--- src/rtl/core/sfpc_pkg.sv ---
`default_nettype none
package sfpc_pkg;

	localparam int IMAGE_BYTES        = 4736;
	localparam int NUM_DISPLAYS       = 3;
	localparam int ACTION_BYTES       = 255;
	localparam int FRAMES_PER_REFRESH = 3;
	localparam int QUEUE_DEPTH        = 2;

	localparam int IN_W  = 8;
	localparam int OUT_W = 40;

	localparam logic [7:0] HDR_FIRST  = 8'hAA;
	localparam logic [7:0] HDR_SECOND = 8'h55;

	localparam logic [3:0] NIB_SELECT = 4'h0;
	localparam logic [3:0] NIB_IMAGE  = 4'h1;
	localparam logic [3:0] NIB_ACTION = 4'h2;

	typedef enum logic [2:0] {
		PH_HUNT1 = 3'd0,
		PH_HUNT2 = 3'd1,
		PH_TYPE  = 3'd2,
		PH_LEN   = 3'd3,
		PH_DATA  = 3'd4,
		PH_SUM   = 3'd5
	} phase_t;

	typedef enum logic [2:0] {
		OP_IDLE,
		OP_SELECT,
		OP_IMAGE,
		OP_ACTION,
		OP_DISCARD,
		OP_END
	} op_t;

	typedef enum logic [1:0] {
		KIND_NONE   = 2'd0,
		KIND_IMAGE  = 2'd1,
		KIND_ACTION = 2'd2,
		KIND_END    = 2'd3
	} kind_t;

	typedef enum logic [1:0] {
		REPLY_NONE = 2'd0,
		REPLY_ACK  = 2'd1,
		REPLY_NAK  = 2'd2
	} reply_t;

	typedef struct packed {
		op_t         op;
		logic [7:0]  data;
		logic [12:0] offset;
		logic        in_range;
		logic        counted;
	} cmd_t;

	typedef struct packed {
		logic        full;
		logic        empty;
	} q_status_t;

	// packed msb first, so write_kind lands in the lowest bits
	typedef struct packed {
		logic [1:0]  pad;
		logic        write_dropped;
		logic [1:0]  refresh_display;
		logic [7:0]  commit_length;
		reply_t      reply_code;
		logic [7:0]  data_byte;
		logic [12:0] byte_offset;
		logic [1:0]  display_index;
		kind_t       write_kind;
	} result_t;

endpackage
`default_nettype wire

--- src/rtl/core/sfpc_front.sv ---
`default_nettype none
module sfpc_front (
	input  wire logic          clk,
	input  wire logic          arst_n,
	input  wire logic          fire,
	input  wire logic [7:0]    rx_byte,
	output sfpc_pkg::cmd_t     cmd
);

	sfpc_pkg::phase_t phase_q, phase_nxt;
	logic [7:0]  type_q;
	logic [1:0]  len_cnt_q;
	logic [31:0] len_q;
	logic [31:0] rcv_q;
	logic [31:0] len_new;
	logic [31:0] rcv_inc;
	logic [3:0]  nib;

	assign nib     = type_q[3:0];
	assign len_new = len_q | ({24'b0, rx_byte} << {len_cnt_q, 3'b000});
	assign rcv_inc = rcv_q + 32'd1;

	always_comb begin
		phase_nxt = sfpc_pkg::PH_HUNT1;
		case (phase_q)
			sfpc_pkg::PH_HUNT2: begin
				phase_nxt = (rx_byte == sfpc_pkg::HDR_SECOND) ? sfpc_pkg::PH_TYPE
					: sfpc_pkg::PH_HUNT1;
			end
			sfpc_pkg::PH_TYPE: phase_nxt = sfpc_pkg::PH_LEN;
			sfpc_pkg::PH_LEN: begin
				phase_nxt = sfpc_pkg::PH_LEN;
				if (len_cnt_q == 2'd3) begin
					phase_nxt = (nib != sfpc_pkg::NIB_SELECT && len_new == 32'd0)
						? sfpc_pkg::PH_SUM : sfpc_pkg::PH_DATA;
				end
			end
			sfpc_pkg::PH_DATA: begin
				phase_nxt = sfpc_pkg::PH_DATA;
				if (nib == sfpc_pkg::NIB_SELECT || rcv_inc >= len_q)
					phase_nxt = sfpc_pkg::PH_SUM;
			end
			sfpc_pkg::PH_SUM: phase_nxt = sfpc_pkg::PH_HUNT1;
			default: begin
				phase_nxt = (rx_byte == sfpc_pkg::HDR_FIRST) ? sfpc_pkg::PH_HUNT2
					: sfpc_pkg::PH_HUNT1;
			end
		endcase
	end

	always_comb begin
		cmd          = '0;
		cmd.op       = sfpc_pkg::OP_IDLE;
		cmd.data     = rx_byte;
		cmd.offset   = rcv_q[12:0];
		cmd.in_range = (rcv_q < 32'(sfpc_pkg::IMAGE_BYTES));
		cmd.counted  = (type_q[7:4] != 4'h0);
		case (phase_q)
			sfpc_pkg::PH_DATA: begin
				case (nib)
					sfpc_pkg::NIB_SELECT: cmd.op = sfpc_pkg::OP_SELECT;
					sfpc_pkg::NIB_IMAGE:  cmd.op = sfpc_pkg::OP_IMAGE;
					sfpc_pkg::NIB_ACTION: cmd.op = sfpc_pkg::OP_ACTION;
					default:              cmd.op = sfpc_pkg::OP_DISCARD;
				endcase
			end
			sfpc_pkg::PH_SUM: cmd.op = sfpc_pkg::OP_END;
			default:          cmd.op = sfpc_pkg::OP_IDLE;
		endcase
	end

	always_ff @(posedge clk or negedge arst_n) begin
		if (!arst_n) begin
			phase_q   <= sfpc_pkg::PH_HUNT1;
			type_q    <= '0;
			len_cnt_q <= '0;
			len_q     <= '0;
			rcv_q     <= '0;
		end else if (fire) begin
			phase_q <= phase_nxt;
			case (phase_q)
				sfpc_pkg::PH_TYPE: begin
					type_q    <= rx_byte;
					len_cnt_q <= '0;
					len_q     <= '0;
				end
				sfpc_pkg::PH_LEN: begin
					len_q     <= len_new;
					len_cnt_q <= len_cnt_q + 2'd1;
				end
				sfpc_pkg::PH_DATA: begin
					// a display select byte does not advance the offset
					if (nib != sfpc_pkg::NIB_SELECT)
						rcv_q <= rcv_inc;
				end
				sfpc_pkg::PH_SUM: begin
					rcv_q     <= '0;
					len_q     <= '0;
					len_cnt_q <= '0;
				end
				default: ;
			endcase
		end
	end

endmodule
`default_nettype wire

--- src/rtl/core/sfpc_queue.sv ---
`default_nettype none
module sfpc_queue #(
	parameter int DEPTH = sfpc_pkg::QUEUE_DEPTH
) (
	input  wire logic              clk,
	input  wire logic              arst_n,
	input  wire logic              push,
	input  wire sfpc_pkg::cmd_t    push_cmd,
	input  wire logic              pop,
	output sfpc_pkg::cmd_t         head_cmd,
	output sfpc_pkg::q_status_t    status
);

	localparam int PTR_W = (DEPTH > 1) ? $clog2(DEPTH) : 1;
	localparam int CNT_W = $clog2(DEPTH + 1);

	sfpc_pkg::cmd_t slot_q [DEPTH];
	logic [PTR_W-1:0] wr_ptr_q, rd_ptr_q;
	logic [CNT_W-1:0] count_q;

	function automatic logic [PTR_W-1:0] wrap_inc(input logic [PTR_W-1:0] p);
		return (p == PTR_W'(DEPTH - 1)) ? '0 : p + PTR_W'(1);
	endfunction

	assign head_cmd     = slot_q[rd_ptr_q];
	assign status.full  = (count_q == CNT_W'(DEPTH));
	assign status.empty = (count_q == '0);

	always_ff @(posedge clk) begin
		if (push)
			slot_q[wr_ptr_q] <= push_cmd;
	end

	always_ff @(posedge clk or negedge arst_n) begin
		if (!arst_n) begin
			wr_ptr_q <= '0;
			rd_ptr_q <= '0;
			count_q  <= '0;
		end else begin
			if (push)
				wr_ptr_q <= wrap_inc(wr_ptr_q);
			if (pop)
				rd_ptr_q <= wrap_inc(rd_ptr_q);
			if (push && !pop)
				count_q <= count_q + CNT_W'(1);
			else if (pop && !push)
				count_q <= count_q - CNT_W'(1);
		end
	end

endmodule
`default_nettype wire

--- src/rtl/core/sfpc_back.sv ---
`default_nettype none
module sfpc_back (
	input  wire logic                  clk,
	input  wire logic                  arst_n,
	input  wire logic                  cmd_valid,
	input  wire sfpc_pkg::cmd_t        cmd,
	output logic                       pop,
	output logic                       m_tvalid,
	input  wire logic                  m_tready,
	output logic [sfpc_pkg::OUT_W-1:0] m_tdata
);

	logic [7:0] sum_q, sum_nxt;
	logic [7:0] sel_q, sel_nxt;
	logic [7:0] staged_q, staged_nxt;
	logic [3:0] frames_q, frames_nxt, frames_inc;
	logic       valid_q;
	logic       disp_ok;
	logic [1:0] disp_out;
	sfpc_pkg::result_t res, res_q;

	assign pop      = cmd_valid && (!valid_q || m_tready);
	assign disp_ok  = (sel_q >= 8'd1) && (sel_q <= 8'(sfpc_pkg::NUM_DISPLAYS));
	assign disp_out = disp_ok ? sel_q[1:0] : 2'd0;
	assign frames_inc = cmd.counted ? frames_q + 4'd1 : frames_q;

	always_comb begin
		res               = '0;
		res.write_kind    = sfpc_pkg::KIND_NONE;
		res.reply_code    = sfpc_pkg::REPLY_NONE;
		res.display_index = disp_out;
		sum_nxt           = sum_q + cmd.data;
		sel_nxt           = sel_q;
		staged_nxt        = staged_q;
		frames_nxt        = frames_q;
		case (cmd.op)
			sfpc_pkg::OP_SELECT: begin
				// the new selection is reported on the same beat
				sel_nxt = cmd.data;
				res.display_index = ((cmd.data >= 8'd1) &&
					(cmd.data <= 8'(sfpc_pkg::NUM_DISPLAYS))) ? cmd.data[1:0] : 2'd0;
			end
			sfpc_pkg::OP_IMAGE: begin
				if (disp_ok && cmd.in_range) begin
					res.write_kind  = sfpc_pkg::KIND_IMAGE;
					res.byte_offset = cmd.offset;
					res.data_byte   = cmd.data;
				end else begin
					res.write_dropped = 1'b1;
				end
			end
			sfpc_pkg::OP_ACTION: begin
				if (staged_q < 8'(sfpc_pkg::ACTION_BYTES)) begin
					res.write_kind  = sfpc_pkg::KIND_ACTION;
					res.byte_offset = cmd.offset;
					res.data_byte   = cmd.data;
					staged_nxt      = staged_q + 8'd1;
				end else begin
					res.write_dropped = 1'b1;
				end
			end
			sfpc_pkg::OP_DISCARD: ;
			sfpc_pkg::OP_END: begin
				res.write_kind    = sfpc_pkg::KIND_END;
				res.reply_code    = (cmd.data == sum_q) ? sfpc_pkg::REPLY_ACK
					: sfpc_pkg::REPLY_NAK;
				res.commit_length = staged_q;
				res.write_dropped = !disp_ok;
				sum_nxt           = '0;
				staged_nxt        = '0;
				frames_nxt        = frames_inc;
				if (frames_inc >= 4'(sfpc_pkg::FRAMES_PER_REFRESH)) begin
					res.refresh_display = disp_out;
					frames_nxt          = '0;
					sel_nxt             = '0;
				end
			end
			default: sum_nxt = sum_q;
		endcase
	end

	always_ff @(posedge clk or negedge arst_n) begin
		if (!arst_n) begin
			sum_q    <= '0;
			sel_q    <= '0;
			staged_q <= '0;
			frames_q <= '0;
			valid_q  <= 1'b0;
		end else begin
			if (pop) begin
				sum_q    <= sum_nxt;
				sel_q    <= sel_nxt;
				staged_q <= staged_nxt;
				frames_q <= frames_nxt;
			end
			if (pop)
				valid_q <= 1'b1;
			else if (m_tready)
				valid_q <= 1'b0;
		end
	end

	always_ff @(posedge clk) begin
		if (pop)
			res_q <= res;
	end

	assign m_tvalid = valid_q;
	assign m_tdata  = res_q;

endmodule
`default_nettype wire

--- src/rtl/core/serial_frame_parser_checksum.sv ---
// serial frame parser with additive checksum
// s_* channel: one received byte per beat (s_tdata = rx_byte).
// m_* channel: exactly one result beat for every input beat, in order.
// a frame is AA 55, a type byte, a 32-bit little-endian length, payload and a
// sum byte; result beats carry image writes, action stages and the frame end
// with its ack or nak, commit length and refresh request.
// the result beat of a byte is written into the queue, then popped into the
// output register, from which the receiver takes it.
// throughput: one byte per cycle while the queue is not full; the parser front
// end writes a command per byte into a QUEUE_DEPTH-entry queue, the back end
// drains one per cycle into the output register while the receiver takes beats.
// when m_tready is low the output register holds its beat and the queue
// fills; s_tready falls only once the queue is full, and rises again as soon
// as the receiver takes a beat.
// reset returns the parser to the header hunt and clears the checksum, the
// display selection, the staged action count and the frame counter; no result
// beat is pending after reset.
`default_nettype none
module serial_frame_parser_checksum #(
	parameter int QUEUE_DEPTH = sfpc_pkg::QUEUE_DEPTH
) (
	input  wire logic                       clk,
	input  wire logic                       arst_n,
	input  wire logic                       s_tvalid,
	output logic                            s_tready,
	input  wire logic [sfpc_pkg::IN_W-1:0]  s_tdata,   // [7:0] rx_byte
	output logic                            m_tvalid,
	input  wire logic                       m_tready,
	// [1:0] write_kind, [3:2] display_index, [16:4] byte_offset,
	// [24:17] data_byte, [26:25] reply_code, [34:27] commit_length,
	// [36:35] refresh_display, [37] write_dropped, [39:38] zero
	output logic [sfpc_pkg::OUT_W-1:0]      m_tdata
);

	sfpc_pkg::cmd_t      front_cmd, head_cmd;
	sfpc_pkg::q_status_t q_stat;
	logic                fire, pop;

	assign s_tready = !q_stat.full;
	assign fire     = s_tvalid && s_tready;

	sfpc_front u_front (
		.clk     (clk),
		.arst_n  (arst_n),
		.fire    (fire),
		.rx_byte (s_tdata),
		.cmd     (front_cmd)
	);

	sfpc_queue #(
		.DEPTH (QUEUE_DEPTH)
	) u_queue (
		.clk      (clk),
		.arst_n   (arst_n),
		.push     (fire),
		.push_cmd (front_cmd),
		.pop      (pop),
		.head_cmd (head_cmd),
		.status   (q_stat)
	);

	sfpc_back u_back (
		.clk       (clk),
		.arst_n    (arst_n),
		.cmd_valid (!q_stat.empty),
		.cmd       (head_cmd),
		.pop       (pop),
		.m_tvalid  (m_tvalid),
		.m_tready  (m_tready),
		.m_tdata   (m_tdata)
	);

`ifndef ASSERT_OFF
	// only a frame end carries a reply, a commit length or a refresh
	a_end_fields: assert property (@(posedge clk) disable iff (!arst_n)
		m_tvalid && (m_tdata[1:0] != sfpc_pkg::KIND_END) |-> (m_tdata[36:25] == '0))
		else $error("reply or commit outside frame end");

	a_end_reply: assert property (@(posedge clk) disable iff (!arst_n)
		m_tvalid && (m_tdata[1:0] == sfpc_pkg::KIND_END) |->
		(m_tdata[26:25] == sfpc_pkg::REPLY_ACK || m_tdata[26:25] == sfpc_pkg::REPLY_NAK))
		else $error("frame end without ack or nak");

	a_write_not_dropped: assert property (@(posedge clk) disable iff (!arst_n)
		m_tvalid && (m_tdata[1:0] == sfpc_pkg::KIND_IMAGE ||
		m_tdata[1:0] == sfpc_pkg::KIND_ACTION) |-> !m_tdata[37])
		else $error("write both issued and dropped");

	// no result beat appears without a queued command behind it
	a_no_invented_beat: assert property (@(posedge clk) disable iff (!arst_n)
		q_stat.empty && !m_tvalid |=> !m_tvalid)
		else $error("result beat from an empty queue");
`endif

endmodule
`default_nettype wire

--- config.mk ---
export PLATFORM = sky130hd
export DESIGN_NAME = serial_frame_parser_checksum
export DESIGN_NICKNAME = d
export VERILOG_FILES = /design/src/rtl/core/sfpc_pkg.sv /design/src/rtl/core/sfpc_front.sv /design/src/rtl/core/sfpc_queue.sv /design/src/rtl/core/sfpc_back.sv /design/src/rtl/core/serial_frame_parser_checksum.sv
export SDC_FILE = /design/constraint.sdc
export NUM_CORES = 1
export LEC_CHECK = 0
export CAP_MARGIN = 5
export CORE_AREA = 2 2 149 151
export CTS_CLUSTER_SIZE = 30
export DETAILED_ROUTE_END_ITERATION = 8
export DIE_AREA = 0 0 151 153
export DONT_BUFFER_PORTS = 1
export GPL_ROUTABILITY_DRIVEN = 0
export SYNTH_ARGS = -nofsm -noshare
export SYNTH_HDL_FRONTEND = slang
export SYNTH_HIERARCHICAL = 1
export SYNTH_SLANG_ARGS = --single-unit
--- constraint.sdc ---
create_clock -name clk -period 3.8 [get_ports clk]
set_input_delay 0 -clock clk [delete_from_list [all_inputs] [get_ports clk]]
set_output_delay 0 -clock clk [all_outputs]
set_load 0.005 [all_outputs]
==> impl_results.md <==
* Synth warnings at 6
* Largest fanout on the critical path at 9
* Synthesis-stage register bit count at 200
* I/O Pins at 54
* Filler cells at around 1900
* R2r worst-path depth at 11
* CP Data Arrival Time at ~3.6 ns
* Clock buffer depth at 2
* Area contributors post-synth: dfrtp_1, edfxtp_1, ha_1, nand2_1, mux2_4
* R2R Setup Slk at between 0.5 and 0.6 ns
* Die height at roughly 150 um
* Post-Syn Instances at 960
* Routed WL at roughly 23000 um
* Die area at roughly 23000 sq um
* Share of layout cells above drive strength 1 at 0.106
* Fin cells at around 1200
* Global Route Usage Sum at 0.212
* Most frequent CP cell: and4_1
* Post-synth EDFFs at 90
* CORE AREA at approximately 21000 sq um
* DR pass1 iterations at 6
* # H-tree levels at 4
* PortBufs at 0
* Slowest CP cell: dfrtp_1
* Worst path required time at roughly 4.2 ns
* Final setup fails at 0
* Largest net degree at the start of global routing at 111
* Most frequent cells after synthesis: dfrtp_1, edfxtp_1, nand2_1
* Slew HR at 0.207
* Clock-pin slew on the worst setup and hold paths at approximately 0.070 ns
* Site row count at 54
* Hold Path Depth at 5
* Gr ovfl total at 0
* Placed Cells at ~1200
* Max frequency at slightly above 0.3 GHz
* Hold Vio Cnt, Final at 0
* Clock Tree Root: clkbuf_16
* Residual DRC at 0
* Hold Crit Start: s_tdata[1]
* TritonCTS clock tree: built
* Post-DP HPWL at approximately 15000 um
* Cell area after synthesis at around 11000 sq um
* Post-CTS Setup Inserts at 0
* Slew Viols, Final at 0
* Top-count cell post-synth: dfrtp_1
* WHS Endpoint: u_front/phase_q[0]
* Die X at 151 um
* Crit Path Class: reg2reg
* Via count at between 7000 and 8000
* Most used DFF post-synth: dfrtp_1
* Worst r2r src: u_front/rcv_q[2]
* Num CTS Buffers at 17
* First-pass GRT wire length at ~38000 um
* DR iter-0 viols at 518
* Nature of the critical path startpoint: register
* Largest stage delay on the critical path at around 0.48 ns
* PD cells at about 560 nW/um^2
* R2R Path End: u_front/phase_q[0]
* Worst-path cell chain: and4_1, and3_1, and4_1, nand2_1, xnor2_1, ha_1, nand4_1, nor4_1, nor3b_1, a22oi_1, a31oi_1
* Setup TNS at 0 ns
* Max Cap Viol at 0
* Vias/cell at 5.78
* Actual slew at the worst max-slew pin at 1.18 ns
* Leading area contributor after synthesis: dfrtp_1
* Fin crit share at 0.859
* Cts hold-fix bufs at 12
* Avg WL per Cell at roughly 19 um
* Initial antenna violation count at 0
* Top cell type's share of synthesized area at 0.259
* Type of the tightest min-delay check: in2reg
* Critical path launch point: u_front/rcv_q[2]
* Setup repair after global routing missed its margin: false
* Initial Utilization at 0.494
* Run status: complete, no violations
* Area growth, synth to finish at 6.77%
* CTS Sinks at 200
* Leak pwr at just under 0.005 uW
* Worst-skew pair later-pin latency at between 0.4 and 0.5 ns
* Vias in the first global route at ~7000
* Crit. End Element: register
* Async S/R FF share, synth at 0.550
* Peak supply drop at around 0.32 mV
* Post-synthesis sequential area ratio at 0.514
* Clock Skew at 0.0104 ns
* Final min period at about 3.3 ns
* Antenna Nets Post-Route at 0
* Layout Nets at approximately 1000
* Avg Inst Size Synth at ~11 sq um
* Netlist cell types at 71
* # resized after CTS at 0
state kept, by name, summed over array words and instances (netlist names):
signal and cells:
u_front/len_q 32, u_queue/slot_q 52, u_back/m_tvalid 1, u_queue/count_q 2, u_back/m_tdata 38, u_back/staged_q 8
u_front/type_q 8, u_back/frames_q 4, u_back/sel_q 8, u_queue/rd_ptr_q 1, u_back/sum_q 8, u_front/phase_q 3
u_front/len_cnt_q 2, u_queue/wr_ptr_q 1, u_front/rcv_q 32
worst max-delay path, delay by kind of cell, from the launching register on:
family / cells / cell delay (ns)
compound gates: 2 / 0.28
xor+xnor: 1 / 0.14
simple gates: 7 / 1.99
flops: 1 / 0.48
fa+ha+maj: 1 / 0.30
cell type report:
cell class / instances / area [sq um] / area share
Sequential cell: 200 / 5460 / 0.481
Multi-Input combinational cell: 646 / 4520 / 0.399
Clock buffer: 18 / 450 / 0.0397
Tap cell: 280 / 350 / 0.0309
Timing Repair Buffer: 24 / 228 / 0.0201
Inverter: 51 / 191 / 0.0169
Clock inverter: 14 / 131 / 0.0116
Antenna cell: 1 / 2.50 / 0.000221
worst max-delay path by stage:
stage / to / slack [ns] / cells past startpoint
floorplan: u_front/phase_q[0] / 1.04 / 12
global placement: u_front/phase_q[0] / 0.77 / 10
finish: u_front/phase_q[0] / 0.53 / 11
CTS: u_front/phase_q[0] / 0.58 / 11
detailed placement: u_front/phase_q[0] / 0.61 / 11
global route: u_front/phase_q[0] / 0.25 / 11
cells in the final DEF, fill, tap and decap left out, types with 7 or more instances in the layout:
| cell | instances |
|---|---|
| o31ai_1 | 23 |
| or3_1 | 8 |
| xor2_1 | 15 |
| mux2_4 | 19 |
| nand2_1 | 84 |
| edfxtp_1 | 90 |
| and4_1 | 10 |
| nand4_1 | 16 |
| a21oi_1 | 44 |
| dfrtp_1 | 110 |
| a21o_1 | 11 |
| xnor2_1 | 28 |
| dlygate4sd3_1 | 11 |
| nor2b_1 | 10 |
| a31oi_1 | 7 |
| inv_1 | 50 |
| nor3_1 | 12 |
| and2_1 | 34 |
| mux2_2 | 15 |
| nor4_1 | 18 |
| a22o_1 | 19 |
| nor2_1 | 48 |
| o21ai_0 | 51 |
| buf_4 | 12 |
| ha_1 | 45 |
| clkbuf_16 | 18 |
| and3_1 | 11 |
| nand3_1 | 31 |
layer usage:
metal / up-vias / GRT usage / wire [um]
met5: - / 0 / 0
met4: 0 / 0.0739 / 539
met3: 37 / 0.0430 / 1070
met2: 188 / 0.323 / 10700
met1: 3462 / 0.303 / 10600
li1: 3441 / - / -
power by group:
group          switching (uW)  internal [uW]  total, uW
clock network             857            906       1760
registers                 263           2750       3020
logic                     885            681       1570
total                    2000           4340       6340
cells by family after synthesis:
group | count (synthesis) | synth area share
XOR/XNOR | 43 | 0.0355
AND/OR/NAND/NOR | 323 | 0.171
buffers and inverters | 115 | 0.0605
other | 1 | 0.000353
adder cells (fa/ha/maj) | 46 | 0.0549
multiplexers | 35 | 0.0437
flip-flops | 200 | 0.514
AO/OA/AOI/OAI | 197 | 0.120
through the flow:
| step | power [uW] | worst slack, ns | instance area, sq um | hold slack (ns) | util |
|---|---|---|---|---|---|
| floorplan | 4280 | 1.04 | 10600 | -0.296 | - |
| global placement | 4580 | 0.773 | 10600 | -0.291 | 0.494 |
| global route | 6760 | 0.251 | 11300 | 0.0480 | 0.527 |
| finish | 6340 | 0.534 | 11300 | 0.0506 | 0.527 |
| CTS | 6430 | 0.581 | 11300 | 0.0206 | 0.527 |
| detailed placement | 4600 | 0.607 | 10600 | -0.291 | 0.494 |
Power figures use the tool's default switching activity.
